### src/hdl/wtsp_pkg.sv
`timescale 1ns / 1ps
// ----------------------------------------------------------------------------
// wtsp_pkg
// shared types and constants of the world to screen projection block
// ----------------------------------------------------------------------------
package wtsp_pkg;

    localparam int SCREEN_WIDTH  = 1920;
    localparam int SCREEN_HEIGHT = 1080;

    localparam int COEF_W   = 32;
    localparam int PROD_W   = 2 * COEF_W;
    localparam int FRAC_W   = 16;
    // clip coordinate: three floored products plus a translation term
    localparam int CLIP_W   = 50;
    localparam int DIM_MAX  = (SCREEN_WIDTH > SCREEN_HEIGHT) ? SCREEN_WIDTH : SCREEN_HEIGHT;
    localparam int DIM_W    = $clog2(DIM_MAX + 1);
    localparam int MAG_W    = CLIP_W - 1 + DIM_W;
    localparam int NUM_W    = MAG_W + 16;
    localparam int CAP_SH   = 20;
    localparam int QUO_W    = CAP_SH + 16;
    localparam int REM_W    = CLIP_W;
    localparam int CMP_W    = CLIP_W + CAP_SH;
    localparam int SUM_W    = QUO_W + 3;
    localparam int OUT_W    = 32;

    // 0.1 in q16.16
    localparam logic signed [CLIP_W-1:0] W_MIN = CLIP_W'(6554);

    localparam int Q_DEPTH  = 4;
    localparam int Q_AW     = $clog2(Q_DEPTH);

    localparam int CFG_IDX_W  = 4;
    localparam int CFG_DATA_W = 64;

    typedef enum logic [CFG_IDX_W-1:0] {
        REG_ROW0_AB = 4'd0,
        REG_ROW0_CD = 4'd1,
        REG_ROW1_AB = 4'd2,
        REG_ROW1_CD = 4'd3,
        REG_ROW2_AB = 4'd4,
        REG_ROW2_CD = 4'd5,
        REG_ROW3_AB = 4'd6,
        REG_ROW3_CD = 4'd7
    } t_reg_idx;

    // clip coordinates of one point, as handed from front to back
    typedef struct packed {
        logic                     vis;
        logic signed [CLIP_W-1:0] cx;
        logic signed [CLIP_W-1:0] cy;
        logic signed [CLIP_W-1:0] cw;
    } t_clip;

endpackage

### src/hdl/wtsp_queue.sv
`timescale 1ns / 1ps
// ----------------------------------------------------------------------------
// wtsp_queue
// short fifo of clip coordinates between front and back
// ----------------------------------------------------------------------------
module wtsp_queue (
    input  logic            i_clk,
    input  logic            i_rst_n,
    input  logic            i_push,
    input  wtsp_pkg::t_clip i_data,
    input  logic            i_pop,
    output wtsp_pkg::t_clip o_data,
    output logic            o_empty,
    output logic            o_full
);

    wtsp_pkg::t_clip          r_mem [0:wtsp_pkg::Q_DEPTH-1];
    logic [wtsp_pkg::Q_AW-1:0] r_wp;
    logic [wtsp_pkg::Q_AW-1:0] r_rp;
    logic [wtsp_pkg::Q_AW:0]   r_cnt;

    assign o_data  = r_mem[r_rp];
    assign o_empty = (r_cnt == '0);
    assign o_full  = (r_cnt == (wtsp_pkg::Q_AW+1)'(wtsp_pkg::Q_DEPTH));

    always_ff @(posedge i_clk) begin
        if (i_push) begin
            r_mem[r_wp] <= i_data;
        end
    end

    always_ff @(posedge i_clk) begin
        if (!i_rst_n) begin
            r_wp  <= '0;
            r_rp  <= '0;
            r_cnt <= '0;
        end else begin
            if (i_push) begin
                r_wp <= r_wp + 1'b1;
            end
            if (i_pop) begin
                r_rp <= r_rp + 1'b1;
            end
            case ({i_push, i_pop})
                2'b10:   r_cnt <= r_cnt + 1'b1;
                2'b01:   r_cnt <= r_cnt - 1'b1;
                default: r_cnt <= r_cnt;
            endcase
        end
    end

endmodule

### config.mk
export PLATFORM = sky130hd
export DESIGN_NAME = wtsp_queue
export DESIGN_NICKNAME = d
export VERILOG_FILES = /design/src/hdl/wtsp_pkg.sv /design/src/hdl/wtsp_queue.sv
export SDC_FILE = /design/constraint.sdc
export NUM_CORES = 1
export LEC_CHECK = 0
export BUFFER_PORTS_ARGS = -buffer_cell sky130_fd_sc_hd__buf_2
export CAP_MARGIN = 20
export CORE_MARGIN = 8
export CORE_UTILIZATION = 50
export CTS_BUF_LIST = sky130_fd_sc_hd__clkbuf_4 sky130_fd_sc_hd__clkbuf_8
export DETAILED_ROUTE_END_ITERATION = 6
export PLACE_DENSITY = 0.83
export REMOVE_ABC_BUFFERS = 1
export SETUP_SLACK_MARGIN = 0.2
export SLEW_MARGIN = 0
export SYNTH_ARGS = -nofsm -noshare
export SYNTH_HDL_FRONTEND = slang
export SYNTH_SLANG_ARGS = --single-unit
### constraint.sdc
create_clock -name i_clk -period 14.5 [get_ports i_clk]
set_input_delay 2.9 -clock i_clk [delete_from_list [all_inputs] [get_ports i_clk]]
set_output_delay 2.9 -clock i_clk [all_outputs]
set_load 0.02 [all_outputs]
# After elaboration in Yosys (flattened, before gate mapping)
# Memories as Yosys holds them, arrays and structs flattened. A register that Yosys moved wholly into a read port is not among the register bits.
# Index checks and enable logic that the tools add are counted.
[totals] register_bits=7 latchBits=0 ramBits=604 rom_bits=0 input_bits=155 out_inout_bits=153 elab_cells=18 mem_count=1
[classes] add_sub_neg=4 n_mul=0 n_div=0 magnitude_cmp=0 eq_ne=3 shifts=0 n_mux=5 bitwise_logic=0 n_reduce_logical=2
[mem_list] name="r_mem" words=4 word_bits=151 rd=1 rd_ports_with_merged_regs=1 wr=1 line="wtsp_queue.sv:17" text="wtsp_pkg::t_clip r_mem [0:wtsp_pkg::Q_DEPTH-1];"
[ops] cell="$pmux 3 s2" n=1
[ops] cell="$add 2x1->2 const B" n=2
[ops] cell="$mux 2" n=2
[ops] cell="$add 3x1->3 const B" n=1
[ops] cell="$eq 3x3->1 const B" n=1
[ops] cell="$logic_not 3->1" n=1
[ops] cell="$sub 3x1->3 const B" n=1
[ops] cell="$eq 2x1->1 const B" n=1
[ops] cell="$eq 2x2->1 const B" n=1
[ops] cell="$mux 1" n=2
[ops] cell="$reduce_bool 2->1" n=1

# Longest topological paths before layout
# Gate-level depths: netlist (run 1).
[logic_depth] depth_word=3 mapped_depth=7 depth_no_buf=7

# Worst setup path before layout (run 1)
# No wires, ideal clock.
[synth_path] path_type="input to register" startpoint="input port i_push" endpoint="memory r_mem[0][0] (netlist bit), enable pin" setup_ps=528 arrival_time_ps=6346 required_ps=13972 path_slack_ps=7626 path_stages=1 path_buffers=0 path_cell_list="and2_1"
[synth_via] elab_chain_len=2
[synth_rtl] element="from (decl)" line="wtsp_queue.sv:9" text="input logic i_push,"
[synth_rtl] element="$mux 1" line="wtsp_queue.sv:27" text="if (i_push) begin"
[synth_rtl] element="$mux 1 (implied by the code)" line="wtsp_queue.sv:28" text="r_mem[r_wp] <= i_data;"
[synth_rtl] element="to (decl)" line="wtsp_queue.sv:17"
# Every way passes these cells.

==> results of run 1 <==
-- cells in the final DEF (no fill, tap or decap), types with 3 or more instances in the layout --
cell        netlist  routed
xor2_1            3       3
mux4_2          151     151
clkbuf_4          0      30
clkinv_2          0       7
clkinvlp_4        0       5
inv_1             6       6
and2_4            0       4
edfxtp_1        604     604
dfxtp_1           9       7
clkbuf_8          0      99
and2_1           10       6
clkinv_1          0      21
buf_2            17     307
buf_4             0      13
ha_1              5       5
-- registers in the layout, summed over array words and instances, names as in the netlist, named ones only --
signal and cells:
r_mem 604, r_cnt 3, r_rp 2, r_wp 2
-- through the flow --
step / utilization, % / power (mW) / instances
2_1_floorplan: - / 2.38 / 801
3_3_place_gp: 55.4 / 2.51 / 1713
3_5_place_dp: 55.4 / 2.52 / 1713
4_1_cts: 59.5 / 3.88 / 1877
5_1_grt: 59.5 / 3.97 / 1879
6_report: 59.5 / 3.83 / 1879
-- layout make-up --
cell class,count,share of cell area (%)
Timing Repair Buffer,320,6.24
Antenna cell,2,0.0191
Inverter,6,0.0860
Clock inverter,35,0.808
Clock buffer,129,6.06
Tap cell,592,2.83
Multi-Input combinational cell,182,14.0
Sequential cell,613,70.0
-- report_power, final --
group          leakage (nW)  switching, mW  internal (mW)
registers              5.62         0.0248           2.04
logic                  2.24          0.250          0.161
clock network         0.939          0.613          0.740
total                  8.80          0.888           2.94
-- how the worst max path moves through the flow --
stage	from	end	slack [ns]	cells after the start
floorplan	flop	o_data[0]	4.57	1
global placement	flop	o_data[16]	8.35	4
detailed placement	flop	o_data[16]	8.35	4
CTS	flop	o_data[134]	7.60	4
global route	flop	o_data[16]	7.46	4
finish	flop	o_data[16]	7.85	4
-- kinds of logic after synthesis --
| family | synth area share, % |
|---|---|
| buffers and inverters | 1.14 |
| muxes | 15.3 |
| AOI/OAI and AO/OA | 0.0788 |
| and+or+nand+nor | 0.422 |
| adders and majority gates | 0.372 |
| DFF | 82.4 |
| xor gates and xnor gates | 0.197 |
-- routing by layer --
metal	wire [µm]	vias to the layer above	GRT usage, %
li1	-	4387	-
met1	17100	5323	21.0
met2	22600	415	27.7
met3	3850	87	5.88
met4	1020	16	6.64
met5	101	-	0
-- worst min-delay path: stages, from the launching register on --
cell and delay [ns]:
dfxtp_1 0.33, o21ai_0 0.07, a21boi_0 0.07
==> impl_results.md, run 1 <==
- Leading cell types by count after synthesis: edfxtp_1 (604), mux4_2 (151), buf_2 (17), buf_6 (11), and2_1 (10)
- H-Tree Depth: 3
- Cell family with most CP delay: buffers and inverters
- Synth area leaders: edfxtp_1 (82%), mux4_2 (15%), dfxtp_1 (0.81%)
- Status: complete, no violations
- Top-count cell post-synth: edfxtp_1
- CP Max Fanout: 43
- Row count: 77
- Drt total wl: 44,600 µm
- CTS sink cnt: 613
- CP peak stage delay: 0.79 ns
- Tot GR Track Use: 17.1%
- Seq. cell area: 0.0183 mm²
- Post-synth top flop: edfxtp_1
- Path depth of the worst reg2reg path: 4
- Min-delay worst type: reg -> reg
- Post-CTS Setup Inserts: 0
- R2R Setup Slk: 12.14 ns
- Worst EP required: 11.60 ns
- Worst path slowest cell: buf_4
- RSZ-0062 raised after global routing: false
- Placed cell area: 0.0244 mm²
- CP most frequent cell: buf_4
- CP Capture Type: output pin
- CTS max path bufs: 3
- Hold Crit Start: r_cnt[2]
- Tcrit/Tclk final: 45.8%
- # DRC: 0
- I/O pin count: 308
- IO Port Bufs: 307
- Die Ht: 227 µm
- Fillers: 3,030
- Yosys cell types: 20
- Number of detailed-route iterations in the first pass: 5
- Mapped Cells: 835
- Global-route wire length before repair: 65,300 µm
- Worst-Skew Late Latency: 0.66 ns
- Crit path DAT: 3.75 ns
- Crit-path cells: buf_4 > buf_4 > mux4_2 > buf_2
- Vias in the first global route: 11.0k
- Final Hold Fails: 0
- DIE WIDTH: 227 µm
- Vias per std cell: 5.44
- Detailed placement HPWL: 27,400 µm
- Total core area: 0.0440 mm²
- Worst Tran Pin Value: 1.16 ns
- GPL Wtd Cong: 0.699
- Maxcap violations: 0
- Post-synthesis sequential area ratio: 82.4%
- Die area: 0.0514 mm²
- Post-synth top area share: 81.6%
- CTS tree: done
- Post-cts hold buffer count: 0
- Post_cts resized: 0
- Setup slack after layout: 7.85 ns
- CTS Buf Count: 95
- Headroom to the max-slew limit: 22.8%
- R2R Path Start: r_wp[0]
- Layout cells sized above 1: 48.2%
- Area Growth Syn to Fin: 17.8%
- Max Clock Freq: 150 MHz
- Mapped Area: 0.0222 mm²
- Initial antenna violation count: 11
- Initial Utilization: 50.5%
- Hold endpoint: r_cnt[2]
- Pre-CTS setup slack: 8.35 ns
- Worst Hold Slack: 0.521 ns
- Startpoint Class: flop
- Cell taking the most area after synthesis: edfxtp_1
- Min cycle time layout: 6.65 ns
- Pleak: 8.80 nW
- YS warnings: 0
- Post-synth EDFFs: 604
- Avg Cell Area, Syn: 26.6 µm²
- Layout Skew: 0.0293 ns
- Final number of setup-violating endpoints: 0
- Hold path cells: 2
- Slew Limit Fails: 0
- Reg-to-reg critical path endpoint: r_mem[2][96]
- Largest net degree at the start of global routing: 74
- DR WL/cell: 23.8 µm
- Multi-input logic area: 0.00366 mm²
- Via count: 10.2k
- Routed Antenna Nets: 0
- Buffers & Inverters on Critical Path: 3
- 1st-iter DRT viols: 721
- Overflow after GRT: 0
- Root buffer cell: clkbuf_8
- VDD IR max: 0.000129 V
- Power Density: 146 mW/mm²
- Setup_tns: 0 ns
- CTS clk-pin slew, worst paths: 0.06 ns
- Critical path class: reg -> out
- Synth Register Bits: 613
- Post-route design area: 0.0262 mm²
- FFs w/ async S/R, synth: 0%
- Nets: 1,379
(Power assumes the default switching activity.)
==> inputs of run 2 (changes only) <==
- ABC_AREA: not set -> 1
- PLACE_DENSITY: 0.83 -> 0.86
- clock period: 14.5 -> 5.52 ns (I/O delays scaled with it)
==> impl_results.md, run 2 <==
- Status: complete, no violations
- Final cell count without fillers: 2,510 (+34%)
- 1st-iter DRT viols: 1,582 (+120%)
- Vias in the first global route: 14.3k (+31%)
- Largest registers: r_mem: 604 flops, r_cnt: 3 flops
- Simple-gate share of the synthesized area: 5.28% (+4.9 points)
- Tcrit/Tclk final: 75.8%
- CP Capture Type: output pin
- Die area: 0.0525 mm² (+2.0%)
- Placed cell area: 0.0247 mm² (+1.2%)
- Adder-Cell Fraction of Synth Area: 0.364% (-0.0079 points)
- Avg Cell Area, Syn: 15.0 µm² (-44%)
- Seq. cell area: 0.0183 mm² (unchanged)
- Multi-input logic area: 0.00379 mm² (+3.7%)
- Worst Tran Pin Value: 1.04 ns (-0.117 ns)
- CTS clk-pin slew, worst paths: 0.06 ns (about the same)
- Area Growth Syn to Fin: 16.9%
- Overflow after GRT: 0 (unchanged)
- Final Hold Fails: 0 (unchanged)
- YS warnings: 0 (unchanged)
- Post-synth top area share: 79.9% (-1.7 points)
- Top-count cell post-synth: edfxtp_1
- Tot GR Track Use: 18.9% (+1.9 points)
- VDD IR max: 0.000343 V (+170%)
- CTS Buf Count: 94 (-1.1%)
- Reg-to-reg critical path endpoint: r_mem[2][112]
- Drt total wl: 52,000 µm (+16%)
- Die Ht: 229 µm (+1.0%)
- Hold Crit Start: r_rp[1]
- Pleak: 9.24 nW (+5.0%)
- FFs w/ async S/R, synth: 0% (unchanged)
- # DRC: 0 (unchanged)
- Mapped Cells: 1,517 (+82%)
- Initial Utilization: 50.4% (-0.11 points)
- Slew Limit Fails: 0 (unchanged)
- Routed Antenna Nets: 0 (unchanged)
- Min-delay worst type: reg -> reg
- CTS max path bufs: 3 (unchanged)
- Worst Hold Slack: 0.484 ns (-0.0372 ns)
- Post-synth EDFFs: 604 (unchanged)
- Max Clock Freq: 239 MHz
- Final core occ: 58.9% (-0.60 points)
- GPL Wtd Cong: 0.797 (+14%)
- Comb power frac: 10.2% (-0.5 points)
- DR WL/cell: 20.7 µm (-13%)
- Seq pwr share: 53.4% (-0.5 points)
- Leading cell types by count after synthesis: edfxtp_1 (604), nor2_1 (305), o21ai_0 (273), o22ai_1 (151), buf_2 (36)
- Mux share of post-synthesis cell area: 0% (-15 points)
- Post-route design area: 0.0265 mm² (+1.4%)
- Nets: 1,995 (+45%)
- Largest family of logic cells by synthesized area: compound AO/OA/AOI/OAI gates
- Vias per std cell: 5.68 (+4.3%)
- Fillers: 3,308 (+9.2%)
- Hold path cells: 1 (-1)
- Sw Share: 24.2% (+1.1 points)
- Path depth of the worst reg2reg path: 5 (+1)
- Placed cell count: 2,338 (+36%)
- Startpoint Class: flop
- Headroom to the max-slew limit: 30.6% (+7.8 points)
- Via count: 14.2k (+39%)
- R2R Path Start: r_wp[0]
- Power Density: 379 mW/mm² (+160%)
- Root buffer cell: clkbuf_8
- Layout Skew: 0.0166 ns (-0.0127 ns)
- Number of detailed-route iterations in the first pass: 5 (unchanged)
- Net switching power of the design: 2.44 mW (+170%)
- Cell taking the most area after synthesis: edfxtp_1
- Post-synth top flop: edfxtp_1
- Max FFs per register: 604 (unchanged)
- Setup_tns: 0 ns (unchanged)
- Row count: 78 (+1.3%)
- Post_cts resized: 0 (unchanged)
- Clock power share: 36.4% (+1.0 points)
- CTS sink cnt: 613 (unchanged)
- Most common cell after layout, fill and taps aside: edfxtp_1
- Setup slack after layout: 1.34 ns (-6.52 ns)
- H-Tree Depth: 3 (unchanged)
- R2R Setup Slk: 3.21 ns (-8.93 ns)
- Min cycle time layout: 4.18 ns
- Layout cells sized above 1: 25.2% (-23 points)
- Pre-CTS setup slack: 2.13 ns (-6.22 ns)
- Worst-Skew Late Latency: 0.66 ns (about the same)
- Worst EP required: 4.42 ns (-7.18 ns)
- Internal Power: 7.63 mW (+160%)
- Post-CTS Setup Inserts: 0 (unchanged)
- RSZ-0062 raised after global routing: false
- CP Max Fanout: 157 (+270%)
- Commonest cells after routing, fill and taps aside: edfxtp_1 (604), buf_2 (307), nor2_1 (305), o21ai_0 (273), o22ai_1 (151)
- Synth area leaders: edfxtp_1 (80%), o21ai_0 (6.0%), nor2_1 (5.0%)
- Final number of setup-violating endpoints: 0 (unchanged)
- Synth Register Bits: 613 (unchanged)
- Yosys cell types: 20 (unchanged)
- IO Port Bufs: 307 (unchanged)
- Mapped Area: 0.0227 mm² (+2.2%)
- Synth Area in Compound Gates: 11.1% (+11 points)
- Critical path class: reg -> out
- Largest net degree at the start of global routing: 163 (+120%)
- Maxcap violations: 0 (unchanged)
- Detailed placement HPWL: 29,100 µm (+6.3%)
- DIE WIDTH: 229 µm (+1.0%)
- Overall power: 10.1 mW (+160%)
- Global-route wire length before repair: 78,900 µm (+21%)
- Total core area: 0.0451 mm² (+2.4%)
- I/O pin count: 308 (unchanged)
- Post-cts hold buffer count: 0 (unchanged)
- CTS tree: done
- Biggest register: r_mem
- Initial antenna violation count: 12 (+1)
- Post-synthesis sequential area ratio: 80.7% (-1.8 points)
- Crit path DAT: 3.08 ns (-0.67 ns)
- XOR/XNOR Fraction of Synth Area: 0% (-0.20 points)
run 2: changes by cell type in the layout (fill, tap and decap cells not counted), sizes merged, moves of 10 or more:
cell | before | now
and2 | 10 | 0
nor2 | 0 | 305
o21ai | 2 | 308
o22ai | 0 | 151
mux4 | 151 | 0
inv | 6 | 17
run 2: metal layers:
layer	global-route usage [%]	vias to the layer above	wire [µm]
met5	0	-	76
met2	31.1	704	25700
met4	7.95	14	1270
li1	-	6400	-
met1	23.5	7015	20200
met3	5.34	112	4690
run 2: area by class of cell:
class,instances,area share [%]
flip-flops and latches,613,69.0
multi-input cells,788,14.3
repair buffers,320,6.49
clock buffers,134,6.08
well taps,600,2.83
clock inverters,34,0.886
inverters,17,0.354
diodes,4,0.0377
run 2: worst max-delay path: stages (launching register included):
cell and delay, ns:
dfxtp_4 0.48, inv_8 0.63, buf_4 0.53, o21ai_1 0.14, o22ai_1 0.21, buf_2 0.21
run 2: how the worst max path moves through the flow:
stage	start	to	slack, ns	cells past startpoint
finish	flop	o_data[141]	1.34	5
global route	flop	o_data[147]	1.19	5
CTS	flop	o_data[61]	1.35	4
detailed placement	flop	o_data[141]	2.13	5
global placement	flop	o_data[132]	2.24	5
floorplan	flop	o_data[100]	-5.20	3
run 2: cell families (layout without fill, tap and decap cells):
kind of cell | after synthesis | count (layout)
adder cells (fa/ha/maj) | 6 | 6
other | 0 | 4
AND/OR/NAND/NOR | 318 | 318
buffers and inverters | 116 | 505
AO/OA/AOI/OAI | 464 | 464
flip-flops | 613 | 613
run 2: power by group through the flow:
| stage | clock network (mW) | logic, mW | registers, mW |
|---|---|---|---|
| floorplan | 0 | 0.558 | 5.51 |
| global placement | 0 | 0.989 | 5.46 |
| detailed placement | 0 | 1.02 | 5.47 |
| CTS | 3.73 | 1.03 | 5.38 |
| global route | 3.91 | 1.10 | 5.39 |
| finish | 3.66 | 1.02 | 5.38 |
